**src/rtl/core/ihex_pkg.sv**
```systemverilog
// Shared types and constants for the Intel HEX record encoder.
// Has no dependencies. Used by the encoder, its output stage and its checker.
package ihex_pkg;

    localparam logic [1:0] KIND_COLON = 2'd0;
    localparam logic [1:0] KIND_HEX   = 2'd1;
    localparam logic [1:0] KIND_EOL   = 2'd2;

    localparam logic [7:0] REC_TYPE_DATA = 8'h00;
    localparam logic [7:0] REC_TYPE_EOF  = 8'h01;

    localparam logic [15:0] LOAD_ADDR_RESET = 16'h8000;

    // colon, count, address high, address low, type
    localparam int HDR_ITEMS = 5;

    typedef struct packed {
        logic [7:0] data_byte;
        logic       final_byte;
    } in_item_t;

    typedef struct packed {
        logic [1:0]  item_kind;
        logic [7:0]  byte_value;
        logic [15:0] hex_chars;
        logic        last_of_run;
        logic        stream_end;
    } out_item_t;

    // One item from the record sequencer to the output stage
    typedef struct packed {
        logic [1:0] kind;
        logic [7:0] value;
        logic       last;
        logic       stream_end;
    } emit_req_t;

    function automatic logic [7:0] hex_ascii(input logic [3:0] nib);
        logic [7:0] res;
        if (nib < 4'd10) begin
            res = 8'h30 + {4'd0, nib};
        end else begin
            res = 8'h37 + {4'd0, nib};
        end
        return res;
    endfunction

endpackage

```
**src/rtl/core/ihex_out.sv**
```systemverilog
// Output register of the Intel HEX encoder: formats one item into hex ASCII.
// Depends on ihex_pkg.
module ihex_out
    import ihex_pkg::*;
(
    input  logic      aclk,
    input  logic      aresetn,
    input  logic      push_valid,
    output logic      push_ready,
    input  emit_req_t push_req,
    output logic      m_valid,
    input  logic      m_ready,
    output out_item_t m_data
);

    logic      valid_reg;
    out_item_t item_reg;
    out_item_t item_next;

    assign push_ready = !valid_reg || m_ready;

    always_comb begin
        item_next.item_kind   = push_req.kind;
        item_next.last_of_run = push_req.last;
        item_next.stream_end  = push_req.stream_end;
        if (push_req.kind == KIND_HEX) begin
            item_next.byte_value = push_req.value;
            item_next.hex_chars  = {hex_ascii(push_req.value[7:4]),
                                    hex_ascii(push_req.value[3:0])};
        end else begin
            item_next.byte_value = 8'd0;
            item_next.hex_chars  = 16'd0;
        end
    end

    always_ff @(posedge aclk) begin
        if (!aresetn) begin
            valid_reg <= 1'b0;
        end else if (push_ready) begin
            valid_reg <= push_valid;
        end
    end

    always_ff @(posedge aclk) begin
        if (push_ready && push_valid) begin
            item_reg <= item_next;
        end
    end

    assign m_valid = valid_reg;
    assign m_data  = item_reg;

endmodule

```
**src/rtl/core/intel_hex_record_encoder.sv**
```systemverilog
// Intel HEX record encoder top level: byte buffer memory and record sequencer.
// Depends on ihex_pkg and ihex_out.
//
//  channel  | ports                          | moves
//  ---------+--------------------------------+-------------------------------
//  s_       | s_valid s_ready s_data         | image bytes, final flag
//  m_       | m_valid m_ready m_data         | colon, hex byte, line end items
//  cfg_     | cfg_wr_en cfg_wr_data          | load address, no wait
//
// A byte that only fills the buffer is stored on accept. A full buffer that is
// not all zero is flushed as RECORD_BYTES+7 items, one per cycle, from the
// buffer memory (one read port, registered read); the ST_STORE state then
// stores the new byte. A final byte adds count+7 items for its record and 6 for
// the end record. No clearing pass after reset: buffer entries are read only
// once written. m_ready low freezes the sequencer; s_ready is low while it runs.
module intel_hex_record_encoder
    import ihex_pkg::*;
#(
    parameter int RECORD_BYTES = 32
) (
    input  logic        aclk,
    input  logic        aresetn,
    input  logic        s_valid,
    output logic        s_ready,
    input  in_item_t    s_data,
    output logic        m_valid,
    input  logic        m_ready,
    output out_item_t   m_data,
    input  logic        cfg_wr_en,
    input  logic [15:0] cfg_wr_data
);

    localparam int IDX_W  = (RECORD_BYTES > 1) ? $clog2(RECORD_BYTES) : 1;
    localparam int FILL_W = $clog2(RECORD_BYTES + 1);
    localparam int STEP_W = $clog2(RECORD_BYTES + HDR_ITEMS + 3);

    localparam logic [2:0] ST_IDLE   = 3'd0;
    localparam logic [2:0] ST_STORE  = 3'd1;
    localparam logic [2:0] ST_FLUSH  = 3'd2;
    localparam logic [2:0] ST_FINAL  = 3'd3;
    localparam logic [2:0] ST_ENDREC = 3'd4;

    logic [7:0] buf_mem [RECORD_BYTES];
    logic [7:0] rd_data_reg;

    logic [2:0]        state_reg, state_next;
    logic [FILL_W-1:0] fill_reg, fill_next;
    logic              all_zero_reg, all_zero_next;
    logic [15:0]       raddr_reg, raddr_next;
    logic [15:0]       load_addr_reg, load_addr_next;
    logic [7:0]        byte_reg;
    logic              fin_reg;

    logic [STEP_W-1:0] step_reg, step_next;
    logic [IDX_W-1:0]  idx_reg, idx_next;
    logic [7:0]        sum_reg, sum_next;
    logic [FILL_W-1:0] rec_count_reg;
    logic [15:0]       rec_addr_reg;
    logic [7:0]        rec_type_reg;
    logic              rec_le_reg, rec_last_reg, rec_end_reg;

    logic              launch_en;
    logic [FILL_W-1:0] launch_count;
    logic [15:0]       launch_addr;
    logic [7:0]        launch_type;
    logic              launch_le, launch_last, launch_end;

    logic              st_en, st_fin;
    logic [7:0]        st_byte;
    logic              s_fire, full;
    logic              emitting, push_ready, fire, is_last;
    logic [STEP_W-1:0] cks_step, last_step;
    emit_req_t         req;

    assign full     = (fill_reg == FILL_W'(RECORD_BYTES));
    assign s_ready  = (state_reg == ST_IDLE);
    assign s_fire   = s_valid && s_ready;
    assign emitting = (state_reg == ST_FLUSH) || (state_reg == ST_FINAL)
                   || (state_reg == ST_ENDREC);
    assign fire     = emitting && push_ready;

    // Item generation for the record in progress
    always_comb begin
        cks_step  = STEP_W'(HDR_ITEMS) + STEP_W'(rec_count_reg);
        last_step = rec_le_reg ? cks_step + STEP_W'(1) : cks_step;
        is_last   = (step_reg == last_step);
        req.kind  = KIND_HEX;
        req.value = 8'd0;
        if (step_reg == STEP_W'(0)) begin
            req.kind = KIND_COLON;
        end else if (step_reg == STEP_W'(1)) begin
            req.value = 8'(rec_count_reg);
        end else if (step_reg == STEP_W'(2)) begin
            req.value = rec_addr_reg[15:8];
        end else if (step_reg == STEP_W'(3)) begin
            req.value = rec_addr_reg[7:0];
        end else if (step_reg == STEP_W'(4)) begin
            req.value = rec_type_reg;
        end else if (step_reg < cks_step) begin
            req.value = rd_data_reg;
        end else if (step_reg == cks_step) begin
            req.value = 8'd0 - sum_reg;
        end else begin
            req.kind = KIND_EOL;
        end
        req.last       = is_last && rec_last_reg;
        req.stream_end = is_last && rec_end_reg;
    end

    // Store path: direct on accept, or latched byte after a full buffer is flushed or dropped as all zero
    always_comb begin
        st_en   = (s_fire && !full) || (state_reg == ST_STORE);
        st_byte = (state_reg == ST_STORE) ? byte_reg : s_data.data_byte;
        st_fin  = (state_reg == ST_STORE) ? fin_reg : s_data.final_byte;
    end

    always_comb begin
        state_next     = state_reg;
        fill_next      = fill_reg;
        all_zero_next  = all_zero_reg;
        raddr_next     = raddr_reg;
        load_addr_next = load_addr_reg;
        launch_en      = 1'b0;
        launch_count   = fill_reg + FILL_W'(1);
        launch_addr    = raddr_reg;
        launch_type    = REC_TYPE_DATA;
        launch_le      = 1'b1;
        launch_last    = 1'b0;
        launch_end     = 1'b0;

        if (s_fire && full) begin
            raddr_next    = raddr_reg + 16'(RECORD_BYTES);
            fill_next     = '0;
            all_zero_next = 1'b1;
            if (!all_zero_reg) begin
                launch_en    = 1'b1;
                launch_count = FILL_W'(RECORD_BYTES);
                launch_last  = !s_data.final_byte;
                state_next   = ST_FLUSH;
            end else begin
                state_next   = ST_STORE;
            end
        end

        if (st_en) begin
            fill_next     = fill_reg + FILL_W'(1);
            all_zero_next = all_zero_reg && (st_byte == 8'd0);
            state_next    = ST_IDLE;
            if (st_fin) begin
                launch_en     = 1'b1;
                fill_next     = '0;
                all_zero_next = 1'b1;
                raddr_next    = load_addr_reg;
                state_next    = ST_FINAL;
            end
        end

        if (fire && is_last) begin
            case (state_reg)
                ST_FLUSH: begin
                    state_next = ST_STORE;
                end
                ST_FINAL: begin
                    launch_en    = 1'b1;
                    launch_count = '0;
                    launch_addr  = 16'd0;
                    launch_type  = REC_TYPE_EOF;
                    launch_le    = 1'b0;
                    launch_last  = 1'b1;
                    launch_end   = 1'b1;
                    state_next   = ST_ENDREC;
                end
                default: begin
                    state_next = ST_IDLE;
                end
            endcase
        end

        if (cfg_wr_en) begin
            load_addr_next = cfg_wr_data;
            raddr_next     = cfg_wr_data;
        end
    end

    // Sequencer counters; the read address runs one item ahead of the data
    always_comb begin
        step_next = step_reg;
        idx_next  = idx_reg;
        sum_next  = sum_reg;
        if (launch_en) begin
            step_next = '0;
            idx_next  = '0;
            sum_next  = 8'd0;
        end else if (fire) begin
            step_next = step_reg + STEP_W'(1);
            if (req.kind == KIND_HEX && step_reg != cks_step) begin
                sum_next = sum_reg + req.value;
            end
            if (step_reg >= STEP_W'(HDR_ITEMS) && step_reg < cks_step) begin
                idx_next = idx_reg + IDX_W'(1);
            end
        end
    end

    always_ff @(posedge aclk) begin
        if (!aresetn) begin
            state_reg     <= ST_IDLE;
            fill_reg      <= '0;
            all_zero_reg  <= 1'b1;
            raddr_reg     <= LOAD_ADDR_RESET;
            load_addr_reg <= LOAD_ADDR_RESET;
            step_reg      <= '0;
            idx_reg       <= '0;
        end else begin
            state_reg     <= state_next;
            fill_reg      <= fill_next;
            all_zero_reg  <= all_zero_next;
            raddr_reg     <= raddr_next;
            load_addr_reg <= load_addr_next;
            step_reg      <= step_next;
            idx_reg       <= idx_next;
        end
    end

    always_ff @(posedge aclk) begin
        sum_reg <= sum_next;
        if (s_fire) begin
            byte_reg <= s_data.data_byte;
            fin_reg  <= s_data.final_byte;
        end
        if (launch_en) begin
            rec_count_reg <= launch_count;
            rec_addr_reg  <= launch_addr;
            rec_type_reg  <= launch_type;
            rec_le_reg    <= launch_le;
            rec_last_reg  <= launch_last;
            rec_end_reg   <= launch_end;
        end
    end

    always_ff @(posedge aclk) begin
        if (st_en) begin
            buf_mem[fill_reg[IDX_W-1:0]] <= st_byte;
        end
        rd_data_reg <= buf_mem[idx_next];
    end

    ihex_out u_out (
        .aclk       (aclk),
        .aresetn    (aresetn),
        .push_valid (emitting),
        .push_ready (push_ready),
        .push_req   (req),
        .m_valid    (m_valid),
        .m_ready    (m_ready),
        .m_data     (m_data)
    );

endmodule

```
**config.mk**
```make
export PLATFORM = sky130hd
export DESIGN_NAME = intel_hex_record_encoder
export DESIGN_NICKNAME = d
export VERILOG_FILES = /design/src/rtl/core/ihex_pkg.sv /design/src/rtl/core/ihex_out.sv /design/src/rtl/core/intel_hex_record_encoder.sv
export SDC_FILE = /design/constraint.sdc
export NUM_CORES = 1
export LEC_CHECK = 0
export ABC_AREA = 1
export BUFFER_PORTS_ARGS = -buffer_cell sky130_fd_sc_hd__buf_4
export CAP_MARGIN = 5
export CORE_MARGIN = 8
export CORE_UTILIZATION = 50
export CTS_CLUSTER_SIZE = 10
export DETAILED_ROUTE_END_ITERATION = 7
export PLACE_DENSITY = 0.66
export SLEW_MARGIN = 20
export SYNTH_ARGS = -nofsm -noshare
export SYNTH_HDL_FRONTEND = slang
export SYNTH_HIERARCHICAL = 1
export SYNTH_SLANG_ARGS = --single-unit
export TNS_END_PERCENT = 1
```
**constraint.sdc**
```tcl
create_clock -name aclk -period 9.8 [get_ports aclk]
set_input_delay 0 -clock aclk [delete_from_list [all_inputs] [get_ports aclk]]
set_output_delay 0 -clock aclk [all_outputs]
set_load 0.02 [all_outputs]
```
==> impl_metrics.py <==
metrics = {
    "critical_path": {
        "reg2reg_slack_ns": 4.52,
        "crit_end": "rd_data_reg[4]",
        "worst_ep_required_time_ns": 10.29,
        "crit_arrival_ns": 5.77,
        "rr_startpoint": "state_reg[0]",
        "cpMaxStageDelayCell": "nor2_4",
        "cp-end-kind": "flip-flop",
        "ff2ff_path_depth": 15,
        "start_kind": "flip-flop",
        "cp-startpoint": "state_reg[0]",
        "r2r_end": "rd_data_reg[4]",
        "crit_path_max_fanout": 79,
        "cp_cell_sequence": "inv_2 > and3_1 > a21boi_1 > nor2_1 > a21oi_4 > buf_4 > buf_4 > nand2_2 > nor2_4 > inv_2 > nand3_1 > nand3_1 > nand2_1 > nand2_1 > nand2_1",
        "path_common_cell": "nand2_1",
        "crit_path_max_incr_delay_ns": 0.92,
        "worstSetupPathType": "flip-flop to flip-flop",
    },
    "synthesis": {
        "synth_compound_area_share_pct": 4.40,
        "synth_mux_area_share_pct": 0.550,
        "syn_inst": 1937,
        "synth_xor_area_share_pct": 1.20,
        "ys_types": 51,
        "synth-adder-area-share_pct": 2.10,
        "synthSimpleGateAreaFrac_pct": 23.4,
        "yosys.area.top_type": "edfxtp_1",
        "synth_edf_count": 316,
        "synth_most_common_cell": "nand2_1",
        "yosysSeqAreaShare_pct": 59.8,
        "synth_top_area_share_pct": 52.1,
        "synth_seq_cells": 386,
        "ys_top_cells_by_count": "362 x nand2_1, 316 x edfxtp_1, 280 x inv_1, 244 x nor2_1, 199 x nand3_1",
        "synth_top_family_by_area": "simple AND/OR/NAND/NOR gates",
        "syn-mean-instance-area_um2": 9.40,
        "synth_area_leaders": "edfxtp_1 52%, dfxtp_1 7.7%, nand2_1 7.5%",
        "ys_warn_count": 6,
        "synth-main-ff-cell": "edfxtp_1",
        "synthesis.area_um2": 18200,
        "ys_async_sr_fraction_pct": 0,
    },
    "grt": {
        "grt.total_usage_pct": 22.5,
        "gr-usage-met3_pct": 3.65,
        "busiest_layer": "met2",
        "grt_pass1_wl_um": 74300,
        "use_met1_pct": 33.0,
        "antenna_found_initial": 0,
        "gr-usage-met2_pct": 33.5,
        "grt-ovfl-total": 0,
        "grt_pass1_vias": 13000,
        "grt_max_degree": 111,
    },
    "power_and_ir_drop": {
        "power.leakage_nw": 8.36,
        "peakVddDrop_uv": 269,
        "power_density_nw_per_um2": 223,
    },
    "layout": {
        "nets": 2052,
        "largest_register_ffs": 256,
        "syn_to_final_growth_pct": 12.3,
        "antenna_cells": 0,
        "drive_gt1_share_pct": 8.23,
        "fillers": 3126,
        "final_cell_area_um2": 20500,
    },
    "status": {
        "status": "finished, final reports clean",
    },
    "sta": {
        "setup_viol": 0,
        "slew_headroom_pct": 33.7,
        "drv_slew": 0,
        "rsz0062_at_grt": "false",
        "max_freq_mhz": 189,
        "holdWs_ns": 0.164,
        "hold_viol": 0,
        "tightest_slew_ns": 0.994,
        "period_share_pct": 53.9,
        "finalSetupTns_ns": 0,
        "fin_skew_ns": 0.0169,
        "period_needed_ns": 5.28,
    },
    "clocking": {
        "clkSinkCount": 386,
        "cts_tree": "yes",
        "cts_htree_levels": 2,
        "post_cts.repair.setup_buffers": 0,
        "clockBufferDepth": 3,
        "clk_pin_slew_ns": 0.06,
        "cts_root_buf": "clkbuf_16",
        "cts_buffers": 44,
        "worstSkewPairLatency_ns": 0.56,
    },
    "routing": {
        "wirelength_um": 47400,
        "antenna_left": 0,
        "num_vias": 13700,
        "drtIter0Drc": 1477,
        "first_pass_iters": 6,
        "wl_per_cell_um": 19.1,
        "drcViolationCount": 0,
        "via_per_inst": 5.50,
    },
    "die": {
        "die-width_um": 207,
        "boundaryPins": 60,
        "die_y_um": 207,
        "start_util_pct": 50.2,
        "rows": 70,
        "dieArea_um2": 42800,
        "core-area_um2": 36300,
    },
    "placement": {
        "port_buffers": 57,
        "gp_congestion": 0.918,
        "post-dp-hpwl_um": 29900,
        "dpl_cell_area_um2": 18900,
    },
    "min_path": {
        "min-delay-path-class": "input port to flip-flop",
    },
    "run": {
        "maxCapViolations": 0,
    },
}
[through the flow]
stage	cells	power, W	setup WS, ns	util [%]
CTS	2484	0.00459	4.63	56.3
detailed placement	2383	0.00312	4.64	52.1
global route	2485	0.00477	4.04	56.4
finish	2485	0.00457	4.52	56.4
global placement	2383	0.00310	4.82	52.1
floorplan	1938	0.00275	5.67	-
[per-layer routing]
layer  vias to the layer above  share of wire [%]  wire [µm]
met1                      6405                 44      21000
met2                       596                 44      20800
met3                        91                8.7       4120
li1                       6572                  -          -
met4                         0                3.1       1450
met5                         -                  0          0
[critical path: cells and delay by family (launching register included)]
kind / cells / cell delay [ns]
AOI/OAI and AO/OA: 2 / 0.39
buffers and inverters: 4 / 1.66
and+or+nand+nor: 9 / 2.65
DFF: 1 / 0.46
[report_power, final]
| group | leakage [nW] | internal (W) | switching [W] | total, W |
|---|---|---|---|---|
| clock | 0.592 | 0.000843 | 0.000620 | 0.00146 |
| combinational | 4.32 | 0.000258 | 0.000729 | 0.000987 |
| sequential | 3.45 | 0.00204 | 0.0000791 | 0.00212 |
[kinds of logic (layout without fill, tap and decap cells)]
group,after synthesis,in the layout
and+or+nand+nor,960,960
DFF,386,386
buffers and inverters,385,464
AOI/OAI and AO/OA,141,141
adders and majority gates,30,30
xor gates and xnor gates,25,25
muxes,9,9
other,1,2
[repair_timing]
action | 4_1_cts | 5_1_grt
resized for setup | 0 | 0
hold endpoints to repair | 55 | 0
hold buffers | 30 | 0
[cell type report]
type                    instances  area [µm²]  share of cell area [%]
clock buffers                  69        1220                    5.95
clock inverters                 2        17.5                  0.0856
inverters                     295        1110                    5.43
multi-input cells            1167        5810                    28.4
flip-flops and latches        386       10900                    53.2
well taps                     468         586                    2.86
repair buffers                 98         831                    4.06
[placed cells by master, fill, tap and decap left out, types with 3 or more instances in the layout]
cell type,count
nand2_1,362
edfxtp_1,316
inv_1,280
nor2_1,244
nand3_1,198
nand4_1,109
dfxtp_1,70
buf_4,67
a21oi_1,61
clkbuf_16,45
o21ai_0,35
dlygate4sd3_1,30
ha_1,29
clkbuf_1,24
xor2_1,22
nor3_1,12
o21ai_1,12
inv_2,11
mux2_2,8
nor2_2,7
a31oi_1,6
nand2_2,5
a22o_1,4
nor4_1,4
a21oi_2,4
nor2_4,4
or2_2,4
nand3b_1,3
clkinv_1,3
o21bai_1,3
a221oi_1,3
xnor2_1,3
[how the worst min path moves through the flow]
stage | from | end | cells past startpoint
floorplan | s_data[1] | byte_reg[0] | 0
global placement | s_data[6] | byte_reg[5] | 1
detailed placement | s_data[2] | byte_reg[1] | 1
CTS | s_data[1] | byte_reg[0] | 2
global route | s_data[5] | byte_reg[4] | 2
finish | s_data[1] | byte_reg[0] | 2
No activity file was read; power rests on OpenSTA's default activity.
